`config.mk`:
```
export PLATFORM = sky130hd
export DESIGN_NAME = modem_response_line_classifier_unit
export DESIGN_NICKNAME = d
export VERILOG_FILES = /design/src/mrlc_pkg.sv /design/src/mrlc_fifo.sv /design/src/mrlc_front.sv /design/src/mrlc_back.sv /design/src/modem_response_line_classifier_unit.sv
export VERILOG_INCLUDE_DIRS = /design/src /design/src/src
export SDC_FILE = /design/constraint.sdc
export NUM_CORES = 1
export LEC_CHECK = 0
export ABC_CLOCK_PERIOD_IN_PS = 19850
export BUFFER_PORTS_ARGS = -buffer_cell sky130_fd_sc_hd__buf_2
export CAP_MARGIN = 20
export CORE_ASPECT_RATIO = 1.5
export CORE_MARGIN = 3
export CORE_UTILIZATION = 50
export DETAILED_ROUTE_END_ITERATION = 8
export PLACE_DENSITY = 0.76
export SLEW_MARGIN = 30
export SYNTH_ARGS = -nofsm -noshare
export SYNTH_HDL_FRONTEND = slang
export SYNTH_SLANG_ARGS = --single-unit
export TNS_END_PERCENT = 30
```
`constraint.sdc`:
```
create_clock -name clk -period 19.85 [get_ports clk]
set_input_delay 0.9925 -clock clk [delete_from_list [all_inputs] [get_ports clk]]
set_output_delay 0.9925 -clock clk [all_outputs]
set_load 0.01 [all_outputs]
```
`src/modem_response_line_classifier_unit_defines.svh`:
```
// assertion macros used by the rtl file mrlc_back.sv
`ifndef MODEM_RESPONSE_LINE_CLASSIFIER_UNIT_DEFINES_SVH
`define MODEM_RESPONSE_LINE_CLASSIFIER_UNIT_DEFINES_SVH

// same-cycle implication
`define MRLC_ASSERT_NOW(label, clk, rst, ante, cons) \
  label: assert property (@(posedge clk) disable iff (rst) (ante) |-> (cons)) \
    else $error("mrlc: same-cycle check failed");

// next-cycle implication
`define MRLC_ASSERT_NEXT(label, clk, rst, ante, cons) \
  label: assert property (@(posedge clk) disable iff (rst) (ante) |=> (cons)) \
    else $error("mrlc: next-cycle check failed");

`endif

```
`src/mrlc_pkg.sv`:
```
package mrlc_pkg;

  localparam int LINE_BYTES_DEFAULT = 64;
  localparam int CMD_DEPTH = 2;
  localparam int RES_DEPTH = 2;

  localparam logic [7:0] NEWLINE_CHAR = 8'h0A;

  // markers, first character in the top byte
  localparam int LEN_BYPASS = 18;
  localparam int LEN_DOWN = 20;
  localparam int LEN_ADDR = 15;
  localparam logic [8*LEN_BYPASS-1:0] MARK_BYPASS = "AT-AB -BypassMode-";
  localparam logic [8*LEN_DOWN-1:0] MARK_DOWN = "AT-AB ConnectionDown";
  localparam logic [8*LEN_ADDR-1:0] MARK_ADDR = "AT-AB BDAddress";
  localparam int WIN_BYTES = LEN_DOWN;

  localparam int ADDR_OFFSET = 16;
  localparam int ADDR_LEN = 12;
  // bytes after the end of an address match: skipped ones, then captured ones
  localparam int CAP_SKIP = ADDR_OFFSET - LEN_ADDR;
  localparam int CAP_STEPS = CAP_SKIP + ADDR_LEN;
  localparam int CAP_W = $clog2(CAP_STEPS);

  localparam logic [1:0] LINK_UNKNOWN = 2'd0;
  localparam logic [1:0] LINK_CONNECTED = 2'd1;
  localparam logic [1:0] LINK_DISCONNECTED = 2'd2;

  localparam logic [1:0] EV_NONE = 2'd0;
  localparam logic [1:0] EV_CONNECTED = 2'd1;
  localparam logic [1:0] EV_DOWN = 2'd2;
  localparam logic [1:0] EV_ADDRESS = 2'd3;

  typedef struct packed {
    logic       newline;
    logic [7:0] data;
  } cmd_t;

  typedef struct packed {
    logic [1:0]  link_state;
    logic [1:0]  line_event;
    logic [47:0] address_high;
    logic [47:0] address_low;
  } res_t;

endpackage

```
`src/mrlc_fifo.sv`:
```
module mrlc_fifo #(
  parameter int WIDTH = 8,
  parameter int DEPTH = 2
) (
  input  logic             clk,
  input  logic             rst,
  input  logic             push,
  input  logic [WIDTH-1:0] wr_data,
  output logic             full,
  input  logic             pop,
  output logic [WIDTH-1:0] rd_data,
  output logic             empty
);

  localparam int PW = $clog2(DEPTH);
  localparam int CW = $clog2(DEPTH + 1);

  logic [WIDTH-1:0] slots [DEPTH];
  logic [PW-1:0]    wr_ptr;
  logic [PW-1:0]    rd_ptr;
  logic [CW-1:0]    count;
  logic             do_push;
  logic             do_pop;

  assign full    = (count == CW'(DEPTH));
  assign empty   = (count == '0);
  assign do_push = push && !full;
  assign do_pop  = pop && !empty;
  assign rd_data = slots[rd_ptr];

  always_ff @(posedge clk) begin
    if (do_push) begin
      slots[wr_ptr] <= wr_data;
    end
  end

  always_ff @(posedge clk) begin
    if (rst) begin
      wr_ptr <= '0;
      rd_ptr <= '0;
      count  <= '0;
    end else begin
      if (do_push) begin
        wr_ptr <= (wr_ptr == PW'(DEPTH - 1)) ? '0 : wr_ptr + 1'b1;
      end
      if (do_pop) begin
        rd_ptr <= (rd_ptr == PW'(DEPTH - 1)) ? '0 : rd_ptr + 1'b1;
      end
      if (do_push && !do_pop) begin
        count <= count + 1'b1;
      end else if (do_pop && !do_push) begin
        count <= count - 1'b1;
      end
    end
  end

endmodule

```
`src/mrlc_front.sv`:
```
module mrlc_front (
  input  logic          clk,
  input  logic          rst,
  input  logic          push,
  input  logic [7:0]    rx_byte,
  output logic          full,
  input  logic          cmd_pop,
  output mrlc_pkg::cmd_t cmd,
  output logic          cmd_empty
);

  import mrlc_pkg::*;

  cmd_t                cmd_in;
  logic [$bits(cmd_t)-1:0] cmd_bits;

  // tag line ends so the back part knows when to scan
  always_comb begin
    cmd_in.data    = rx_byte;
    cmd_in.newline = (rx_byte == NEWLINE_CHAR);
  end

  mrlc_fifo #(
    .WIDTH($bits(cmd_t)),
    .DEPTH(CMD_DEPTH)
  ) u_cmd_q (
    .clk    (clk),
    .rst    (rst),
    .push   (push),
    .wr_data(cmd_in),
    .full   (full),
    .pop    (cmd_pop),
    .rd_data(cmd_bits),
    .empty  (cmd_empty)
  );

  assign cmd = cmd_t'(cmd_bits);

endmodule

```
`src/mrlc_back.sv`:
```
`include "modem_response_line_classifier_unit_defines.svh"

module mrlc_back #(
  parameter int LINE_BYTES = mrlc_pkg::LINE_BYTES_DEFAULT
) (
  input  logic           clk,
  input  logic           rst,
  input  logic           cmd_empty,
  input  mrlc_pkg::cmd_t cmd,
  output logic           cmd_pop,
  input  logic           res_full,
  output logic           res_push,
  output mrlc_pkg::res_t res
);

  import mrlc_pkg::*;

  localparam int AW = $clog2(LINE_BYTES);

  typedef enum logic [1:0] {S_IDLE, S_SCAN, S_COMMIT, S_DONE} state_t;

  state_t state;

  logic [7:0]            mem [LINE_BYTES];
  logic [7:0]            rdata;
  logic [AW-1:0]         wp;
  logic                  wrapped;
  logic [1:0]            link_status;
  logic [1:0]            line_ev;
  logic [8*ADDR_LEN-1:0] addr_chars;

  // scan pipeline
  logic [AW-1:0]          ra;
  logic                   issuing;
  logic                   rvalid;
  logic                   rlast;
  logic                   rok;
  logic                   in_text;
  logic [8*WIN_BYTES-1:0] win;
  logic [8*WIN_BYTES-1:0] w_now;
  logic                   found_bypass;
  logic                   found_down;
  logic                   found_addr;
  logic                   cap_run;
  logic [CAP_W-1:0]       cap_cnt;
  logic [CAP_W-1:0]       cap_pos;
  logic [8*ADDR_LEN-1:0]  addr_buf;

  logic [7:0] b;
  logic       hit_bypass;
  logic       hit_down;
  logic       hit_addr;
  logic       take;

  assign take    = (state == S_IDLE) && !cmd_empty && !res_full;
  assign cmd_pop = take;

  // entries not written since the last clear read as zero
  assign b     = rok ? rdata : 8'h00;
  assign w_now = {win[8*(WIN_BYTES-1)-1:0], b};

  // newest byte sits in the low byte of the window, so markers compare directly
  assign hit_bypass = in_text && (w_now[8*LEN_BYPASS-1:0] == MARK_BYPASS);
  assign hit_down   = in_text && (w_now[8*LEN_DOWN-1:0] == MARK_DOWN);
  assign hit_addr   = in_text && (w_now[8*LEN_ADDR-1:0] == MARK_ADDR);

  assign cap_pos = CAP_W'(CAP_STEPS - 1) - cap_cnt;

  assign res_push = (take && !cmd.newline) || ((state == S_DONE) && !res_full);

  always_comb begin
    res.link_state   = link_status;
    res.line_event   = (state == S_DONE) ? line_ev : EV_NONE;
    res.address_high = addr_chars[8*ADDR_LEN-1:48];
    res.address_low  = addr_chars[47:0];
  end

  always_ff @(posedge clk) begin
    if (take) begin
      mem[wp] <= cmd.data;
    end
    if ((state == S_SCAN) && issuing) begin
      rdata <= mem[ra];
    end
  end

  always_ff @(posedge clk) begin
    if (rst) begin
      state       <= S_IDLE;
      wp          <= '0;
      wrapped     <= 1'b0;
      link_status <= LINK_UNKNOWN;
      line_ev     <= EV_NONE;
      addr_chars  <= '0;
      issuing     <= 1'b0;
      rvalid      <= 1'b0;
      cap_run     <= 1'b0;
    end else begin
      unique case (state)
        S_IDLE: begin
          if (take) begin
            if (wp == AW'(LINE_BYTES - 1)) begin
              wp      <= '0;
              wrapped <= 1'b1;
            end else begin
              wp <= wp + 1'b1;
            end
            if (cmd.newline) begin
              state        <= S_SCAN;
              ra           <= '0;
              issuing      <= 1'b1;
              rvalid       <= 1'b0;
              in_text      <= 1'b1;
              win          <= '0;
              found_bypass <= 1'b0;
              found_down   <= 1'b0;
              found_addr   <= 1'b0;
              cap_run      <= 1'b0;
              cap_cnt      <= '0;
              addr_buf     <= '0;
            end
          end
        end
        S_SCAN: begin
          rvalid <= issuing;
          if (issuing) begin
            rlast <= (ra == AW'(LINE_BYTES - 1));
            rok   <= wrapped || (ra < wp);
            ra    <= ra + 1'b1;
            if (ra == AW'(LINE_BYTES - 1)) begin
              issuing <= 1'b0;
            end
          end
          if (rvalid) begin
            win <= w_now;
            if (b == 8'h00) begin
              in_text <= 1'b0;
            end
            if (hit_bypass) begin
              found_bypass <= 1'b1;
            end
            if (hit_down) begin
              found_down <= 1'b1;
            end
            // capture runs on raw stored bytes, past the text end too
            if (cap_run) begin
              if (cap_cnt >= CAP_W'(CAP_SKIP)) begin
                addr_buf[{cap_pos, 3'b000} +: 8] <= b;
              end
              if (cap_cnt == CAP_W'(CAP_STEPS - 1)) begin
                cap_run <= 1'b0;
              end else begin
                cap_cnt <= cap_cnt + 1'b1;
              end
            end
            if (hit_addr && !found_addr) begin
              found_addr <= 1'b1;
              cap_run    <= 1'b1;
              cap_cnt    <= '0;
            end
            if (rlast) begin
              state <= S_COMMIT;
            end
          end
        end
        S_COMMIT: begin
          priority if (found_bypass) begin
            link_status <= LINK_CONNECTED;
            line_ev     <= EV_CONNECTED;
          end else if (found_down) begin
            link_status <= LINK_DISCONNECTED;
            line_ev     <= EV_DOWN;
          end else if (found_addr) begin
            link_status <= LINK_DISCONNECTED;
            line_ev     <= EV_ADDRESS;
            addr_chars  <= addr_buf;
          end else begin
            line_ev <= EV_NONE;
          end
          wp      <= '0;
          wrapped <= 1'b0;
          cap_run <= 1'b0;
          state   <= S_DONE;
        end
        S_DONE: begin
          if (!res_full) begin
            state <= S_IDLE;
          end
        end
        default: begin
          state <= S_IDLE;
        end
      endcase
    end
  end

  `MRLC_ASSERT_NOW(a_res_room, clk, rst, res_push, !res_full)
  `MRLC_ASSERT_NEXT(a_newline_scans, clk, rst, cmd_pop && cmd.newline, state == S_SCAN)
  `MRLC_ASSERT_NEXT(a_last_commits, clk, rst, (state == S_SCAN) && rvalid && rlast, (state == S_COMMIT) && !issuing)
  `MRLC_ASSERT_NEXT(a_store_cleared, clk, rst, state == S_COMMIT, (wp == '0) && !wrapped)
  `MRLC_ASSERT_NOW(a_event_after_scan, clk, rst, res_push && (res.line_event != EV_NONE), state == S_DONE)

endmodule

```
`src/modem_response_line_classifier_unit.sv`:
```
// modem response line classifier
// input queue side: drive rx_byte and raise push; a byte is taken on a rising
// edge with push high and full low. the front holds a two-entry command queue.
// result queue side: a result is on link_state, line_event, address_high and
// address_low while empty is low; it is taken on an edge with pop high.
// every accepted byte yields exactly one result, in order.
// a byte that is not a newline is stored in the line store and its result
// is queued as the back takes it; bytes sustain one per cycle while no scan runs and the result queue has room.
// a newline starts a scan of the whole store through its single read port,
// then a commit state and a done state that queues the result; from the back
// taking the byte to the result being queued, later bytes wait in the command queue.
// rst (synchronous, active high) empties both queues, clears the line store,
// and sets the link state to unknown and the address to zero.
// when the receiver stops popping, the two-entry result queue fills, the back
// part halts, then the command queue fills and full rises.
module modem_response_line_classifier_unit #(
  parameter int LINE_BYTES = mrlc_pkg::LINE_BYTES_DEFAULT
) (
  input  logic        clk,
  input  logic        rst,
  input  logic        push,
  output logic        full,
  input  logic [7:0]  rx_byte,
  output logic        empty,
  input  logic        pop,
  output logic [1:0]  link_state,
  output logic [1:0]  line_event,
  output logic [47:0] address_high,
  output logic [47:0] address_low
);

  import mrlc_pkg::*;

  cmd_t                    cmd;
  logic                    cmd_empty;
  logic                    cmd_pop;
  res_t                    res;
  logic                    res_push;
  logic                    res_full;
  logic [$bits(res_t)-1:0] res_bits;
  res_t                    res_q;

  mrlc_front u_front (
    .clk      (clk),
    .rst      (rst),
    .push     (push),
    .rx_byte  (rx_byte),
    .full     (full),
    .cmd_pop  (cmd_pop),
    .cmd      (cmd),
    .cmd_empty(cmd_empty)
  );

  mrlc_back #(
    .LINE_BYTES(LINE_BYTES)
  ) u_back (
    .clk      (clk),
    .rst      (rst),
    .cmd_empty(cmd_empty),
    .cmd      (cmd),
    .cmd_pop  (cmd_pop),
    .res_full (res_full),
    .res_push (res_push),
    .res      (res)
  );

  mrlc_fifo #(
    .WIDTH($bits(res_t)),
    .DEPTH(RES_DEPTH)
  ) u_res_q (
    .clk    (clk),
    .rst    (rst),
    .push   (res_push),
    .wr_data(res),
    .full   (res_full),
    .pop    (pop),
    .rd_data(res_bits),
    .empty  (empty)
  );

  assign res_q        = res_t'(res_bits);
  assign link_state   = res_q.link_state;
  assign line_event   = res_q.line_event;
  assign address_high = res_q.address_high;
  assign address_low  = res_q.address_low;

endmodule

```
; ---- Word-level counts from Yosys, hierarchy flattened
; Memory sizes are Yosys's and may differ from the RTL's. A register that Yosys moved wholly into a read port is not among the register bits.
; Cells that the tools add are included.
[word_totals]
ff_bits = 384
memories = 3
ram_bits = 730
in_bits = 12
out_inout_bits = 102
latch_bits = 0
romBits = 0
wordCells = 215
[mem_list]
columns = name, depth, width, rd, rd_ports_with_merged_regs, wr, line
row1 = u_back.mem, 64, 8, 1, 1, 1, mrlc_back.sv:24  ; logic [7:0] mem [LINE_BYTES];
row2 = u_res_q.slots, 2, 100, 1, 1, 1, mrlc_fifo.sv:18  ; logic [WIDTH-1:0] slots [DEPTH];
row3 = u_front.u_cmd_q.slots, 2, 9, 1, 1, 1, mrlc_fifo.sv:18
[classes]
shift = 2
muxes = 85
multipliers = 0
div_mod_pow = 0
bitwise = 3
magnitude_cmp = 2
addsub = 13
reduce_logical = 55
eq_ne = 27
[ops]
columns = cell, count
row1 = $mux 96, 5
row2 = $mux 152, 3
row3 = $pmux 152 s2, 1
row4 = $pmux 96 s2, 1
row5 = $eq 160x159->1 const B, 1
row6 = $eq 144x143->1 const B, 1
row7 = $eq 120x119->1 const B, 1
row8 = $bwmux 96, 1
row9 = $shift 8x9->96 const A, 1
row10 = $shiftx 8x9->96, 1
row11 = $mux 1, 34
row12 = $mux 2, 16
row13 = $mux 6, 5
row14 = $mux 4, 6
row15 = $pmux 6 s2, 2
row16 = $reduce_and 6->1, 4
row17 = $logic_and 1x1->1, 17
row18 = $ne 2x1->1 const B, 8
row19 = $reduce_and 5->1, 3
row20 = $pmux 1 s2, 7
row21 = $reduce_and 7->1, 2
row22 = $add 6x1->6 const B, 2
row23 = $eq 6x6->1 const B, 2
row24 = $logic_not 1->1, 10
row25 = 28 further kinds, 53

; ---- Longest topological paths before layout
[depth]
word_depth = 11
mapped_depth = 11

; ---- By module
; From an unflattened synthesis, not the netlist that was laid out.
[unflattened]
hier_cells = 2691
area_unflattened_um2 = 44378.8
[by_module_without_submodules]
columns = module, cells_each, n_inst, seq_area_each_um2, area_each_um2
row1 = mrlc_back, 2299, 1, 25784.7, 36055.8
row2 = mrlc_fifo (u_res_q), 336, 1, 6105.9, 7429.6
row3 = mrlc_fifo (u_front.u_cmd_q), 53, 1, 640.6, 864.6
row4 = mrlc_front, 3, 1, 0.0, 28.8

; ---- Worst setup path after synthesis
; Ideal clock, no wire load.
[synth_path]
path_type = register to register
from = reg u_back.state[0]
to = mem u_res_q.slots[0][0] (netlist name), enable pin
slack_ns = 11.371
required_time_ns = 19.169
synth_period_minus_slack_ns = 8.479
path_stages_with_launch = 7
arrival_time_ns = 7.798
path_buffers = 0
cell_sequence = dfxtp_1 -> inv_1 -> ha_1 -> o21ai_0 -> nor2_1 -> a21oi_1 -> nor3_1
[synth_via]
elab_chain_len = 8
word_cells_on_any_way = 10
classes_between = 1 x eq/ne / 2 x mux / 7 x reduce/logical
[synth_rtl]
columns = element, line
row1 = from (decl), mrlc_back.sv:22  ; state_t state;
row2 = from (signal assigned), mrlc_back.sv:89  ; state <= S_IDLE;
row3 = from (signal assigned), mrlc_back.sv:109  ; state <= S_SCAN;
row4 = from (signal assigned), mrlc_back.sv:162  ; state <= S_COMMIT;
row5 = $logic_not 2->1, mrlc_back.sv:55  ; assign take = (state == S_IDLE) && !cmd_empty && !res_full;
row6 = $logic_and 1x1->1 (2 in series), mrlc_back.sv:55
row7 = $logic_and 1x1->1, mrlc_back.sv:69  ; assign res_push = (take && !cmd.newline) || ((state == S_DONE) && !res_full);
row8 = $logic_or 1x1->1 *, mrlc_back.sv:69
row9 = $logic_and 1x1->1 *, mrlc_fifo.sv:27  ; assign do_push = push && !full;
row10 = $mux 1 *, mrlc_fifo.sv:32  ; if (do_push) begin
row11 = $mux 1 (not written as such) *, mrlc_fifo.sv:33  ; slots[wr_ptr] <= wr_data;
row12 = to (decl), mrlc_fifo.sv:18
; Mark *: on every way between the ends. The rest lies on a longest branch, timed or not.

==> flow_summary.yaml <==
yosys:
  yosys_register_bits: 1124
  yosysSeqAreaShare: 0.735
  ys.flop_type: "edfxtp_1"
  synthTopCellsByArea: "edfxtp_1 68%, dfxtp_1 5.5%, mux4_2 4.1%"
  synthArstFlopShare: 0
  synthCells: 2865
  netlist_area_um2: 44300
  yosys_warnings: 0
  synthDistinctLibCells: 62
  yosysTopAreaCell: "edfxtp_1"
  synth_fp_nets: 2897
  syn_area_per_cell_um2: 15.5
  synth-edff-count: 1002
  synth_top_area_share: 0.680
clocking:
  numClockSinks: 1124
  cts_setup_buffers: 0
  root_buffer: "clkbuf_16"
  cts_made_buffers: 101
  post_cts_resized: 0
  clock_path_buffers: 3
  htree_levels: 3
  clkSlewWorstSetupHoldPaths_ps: 70
  hold_buffers: 0
  worstSkewPairLatency_ps: 670
  tritoncts: "done"
setup_path:
  crit_chain: "buf_4, buf_4, nand3b_1, o22ai_1, a2111oi_0, a221oi_1, o21a_1"
  critPathKind: "reg2reg"
  cp_num_cells: 7
  slowest_stage: "a2111oi_0"
  worstSetupStartpointType: "flop"
  critPathCaptureType: "flop"
  cp_num_buf_inv: 2
  worst_ep_arrival_time_ps: 5000
  cpPeakStageDelay_ps: 880
  cp_max_fo: 41
  r2r_cells: 7
  path_common_cell: "buf_4"
  critPathRequiredTime_ps: 20270
  crit_family: "buffers and inverters"
sta:
  setup_viol: 0
  fin_worst_skew_ps: 26.5
  rsz0062_at_grt: "false"
  fin_crit_sh: 0.231
  drv_slew: 0
  tightest_slew_ps: 999
  fmax_mhz: 218
  finalHoldViolCount: 0
  relSlewSlack: 0.317
  tns_ps: 0
  period_needed_ps: 4580
global_route:
  grt_pass1_vias: 24200
  grtUsageTotal: 0.208
  overflow: 0
  grt_pass1_wl_um: 147000
  grt_max_degree: 128
  antenna_found_initial: 0
flow_run:
  drv_cap: 0
route:
  drt_iter0_markers: 2070
  drt_wl_total_um: 96700
  ant_nets: 0
  post-route-drc-count: 0
  first_pass_iters: 5
  dr_total_vias: 24200
  via_per_inst: 5.80
  detail_route.wl_per_cell_um: 23.2
floorplanning:
  core_um2: 87700
  die-area_um2: 92200
  ioPinCount: 114
  initial_utilization: 0.505
  die_x_um: 249
  row_count: 133
  dieHeight_um: 370
min_path:
  min_path_type: "reg2reg"
  holdPathStages: 0
placement:
  dp_hpwl_um: 62500
  gp_congestion: 0.934
  port_buffers: 113
  place_area_um2: 45900
  numPlacedInstances: 3995
layout:
  antennaDiodeCount: 0
  design_area_um2: 49300
  area_growth_pct: 11.3
  layout.nets: 2984
  drive_gt1_frac: 0.166
  fin_cells: 4179
pwr:
  p_leak_uw: 0.0160
  power_density_nw_per_um2: 126
  vdd_ir_drop_max_uv: 87.2
outcome:
  status: "finished, final reports clean"
## routing by layer
metal | global-route usage | up-vias | part of all wire
met3 | 0.0289 | 271 | 0.054
met4 | 0.123 | 0 | 0.065
met1 | 0.237 | 12100 | 0.35
met2 | 0.374 | 904 | 0.53
li1 | - | 10900 | -
met5 | 0 | - | 0
## logic make-up after synthesis
group / share of synthesized area
multiplexers: 0.107
XOR/XNOR: 0.00356
buffers and inverters: 0.0163
flip-flops: 0.735
AO/OA/AOI/OAI: 0.0367
AND/OR/NAND/NOR: 0.0964
adder cells (fa/ha/maj): 0.00565
## registers in the layout, summed over array words and instances (netlist names), 2 cells and up, named ones only
register,count
u_back.mem,512
u_res_q.slots,200
u_back.win,152
u_back.addr_buf,96
u_back.addr_chars,96
u_front.u_cmd_q.slots,18
u_back.rdata,8
u_back.ra,6
u_back.wp,6
u_back.cap_cnt,4
u_back.line_ev,2
u_back.link_status,2
u_back.state,2
u_front.u_cmd_q.count,2
u_res_q.count,2
## final cells by class
cell class	count	area, um2
fillers	6652	38400
flip-flops and latches	1124	32500
multi-input cells	1565	11100
clock buffers	128	2740
well taps	1147	1440
repair buffers	139	792
clock inverters	55	632
inverters	21	83.8
## cells in the mapped netlist, drive strengths merged (5+ instances only)
library cell,count
a22oi,12
or3,6
clkbuf,105
edfxtp,1002
o21ai,37
and2,159
inv,20
ha,20
dfxtp,122
xor2,12
nor4,13
or4,5
nand2b,14
nand4b,7
buf,50
nor2b,9
mux2i,168
nor4bb,5
mux2,108
a2111oi,5
nand3,54
a21oi,146
mux4,81
nor2,258
a211oi,11
o22ai,47
and3,8
nand4,19
nor4b,17
xnor2,6
nand2,271
a31oi,5
nor3,27
## power by group
part           internal (uW)  leakage [uW]  switching, uW
sequential              2970        0.0102            132
clock                   1140       0.00163            841
combinational            406       0.00424            714
## layout by cell type (no fill, tap or decap), drive strengths merged, types with 9 or more instances in the layout
cell,instances
o21ai,37
mux2,108
buf,139
a211oi,11
ha,20
nor3,27
clkbuf,128
mux4,81
nor2b,9
a22oi,12
nand2,271
and2,159
mux2i,168
bufinv,12
nand2b,14
xor2,12
nor4b,17
dfxtp,122
edfxtp,1002
nor4,13
clkinv,31
a21oi,146
inv,25
nand3,54
nand4,19
o22ai,47
nor2,258
## per-stage QoR
step / total power (uW) / hold WS, ps / setup slack [ps] / utilization
2_1_floorplan: 3880 / 425 / 11370 / -
3_3_place_gp: 4250 / 430 / 15280 / 0.523
3_5_place_dp: 4280 / 437 / 15210 / 0.523
4_1_cts: 6250 / 453 / 15200 / 0.562
5_1_grt: 6440 / 461 / 14960 / 0.562
6_report: 6200 / 453 / 15270 / 0.562
## final timing paths
| kind | startpoint | to | slack (ps) |
|---|---|---|---|
| worst max register to register | u_back.ra[0] | u_back.rdata[6] | 15270 |
| worst max-delay path | u_back.ra[0] | u_back.rdata[6] | 15270 |
| worst min register to register | u_back.addr_chars[77] | u_res_q.slots[1][77] | 450 |
| worst min-delay path | u_back.addr_chars[77] | u_res_q.slots[1][77] | 450 |
Note: power is estimated with default switching activity, not from simulation.
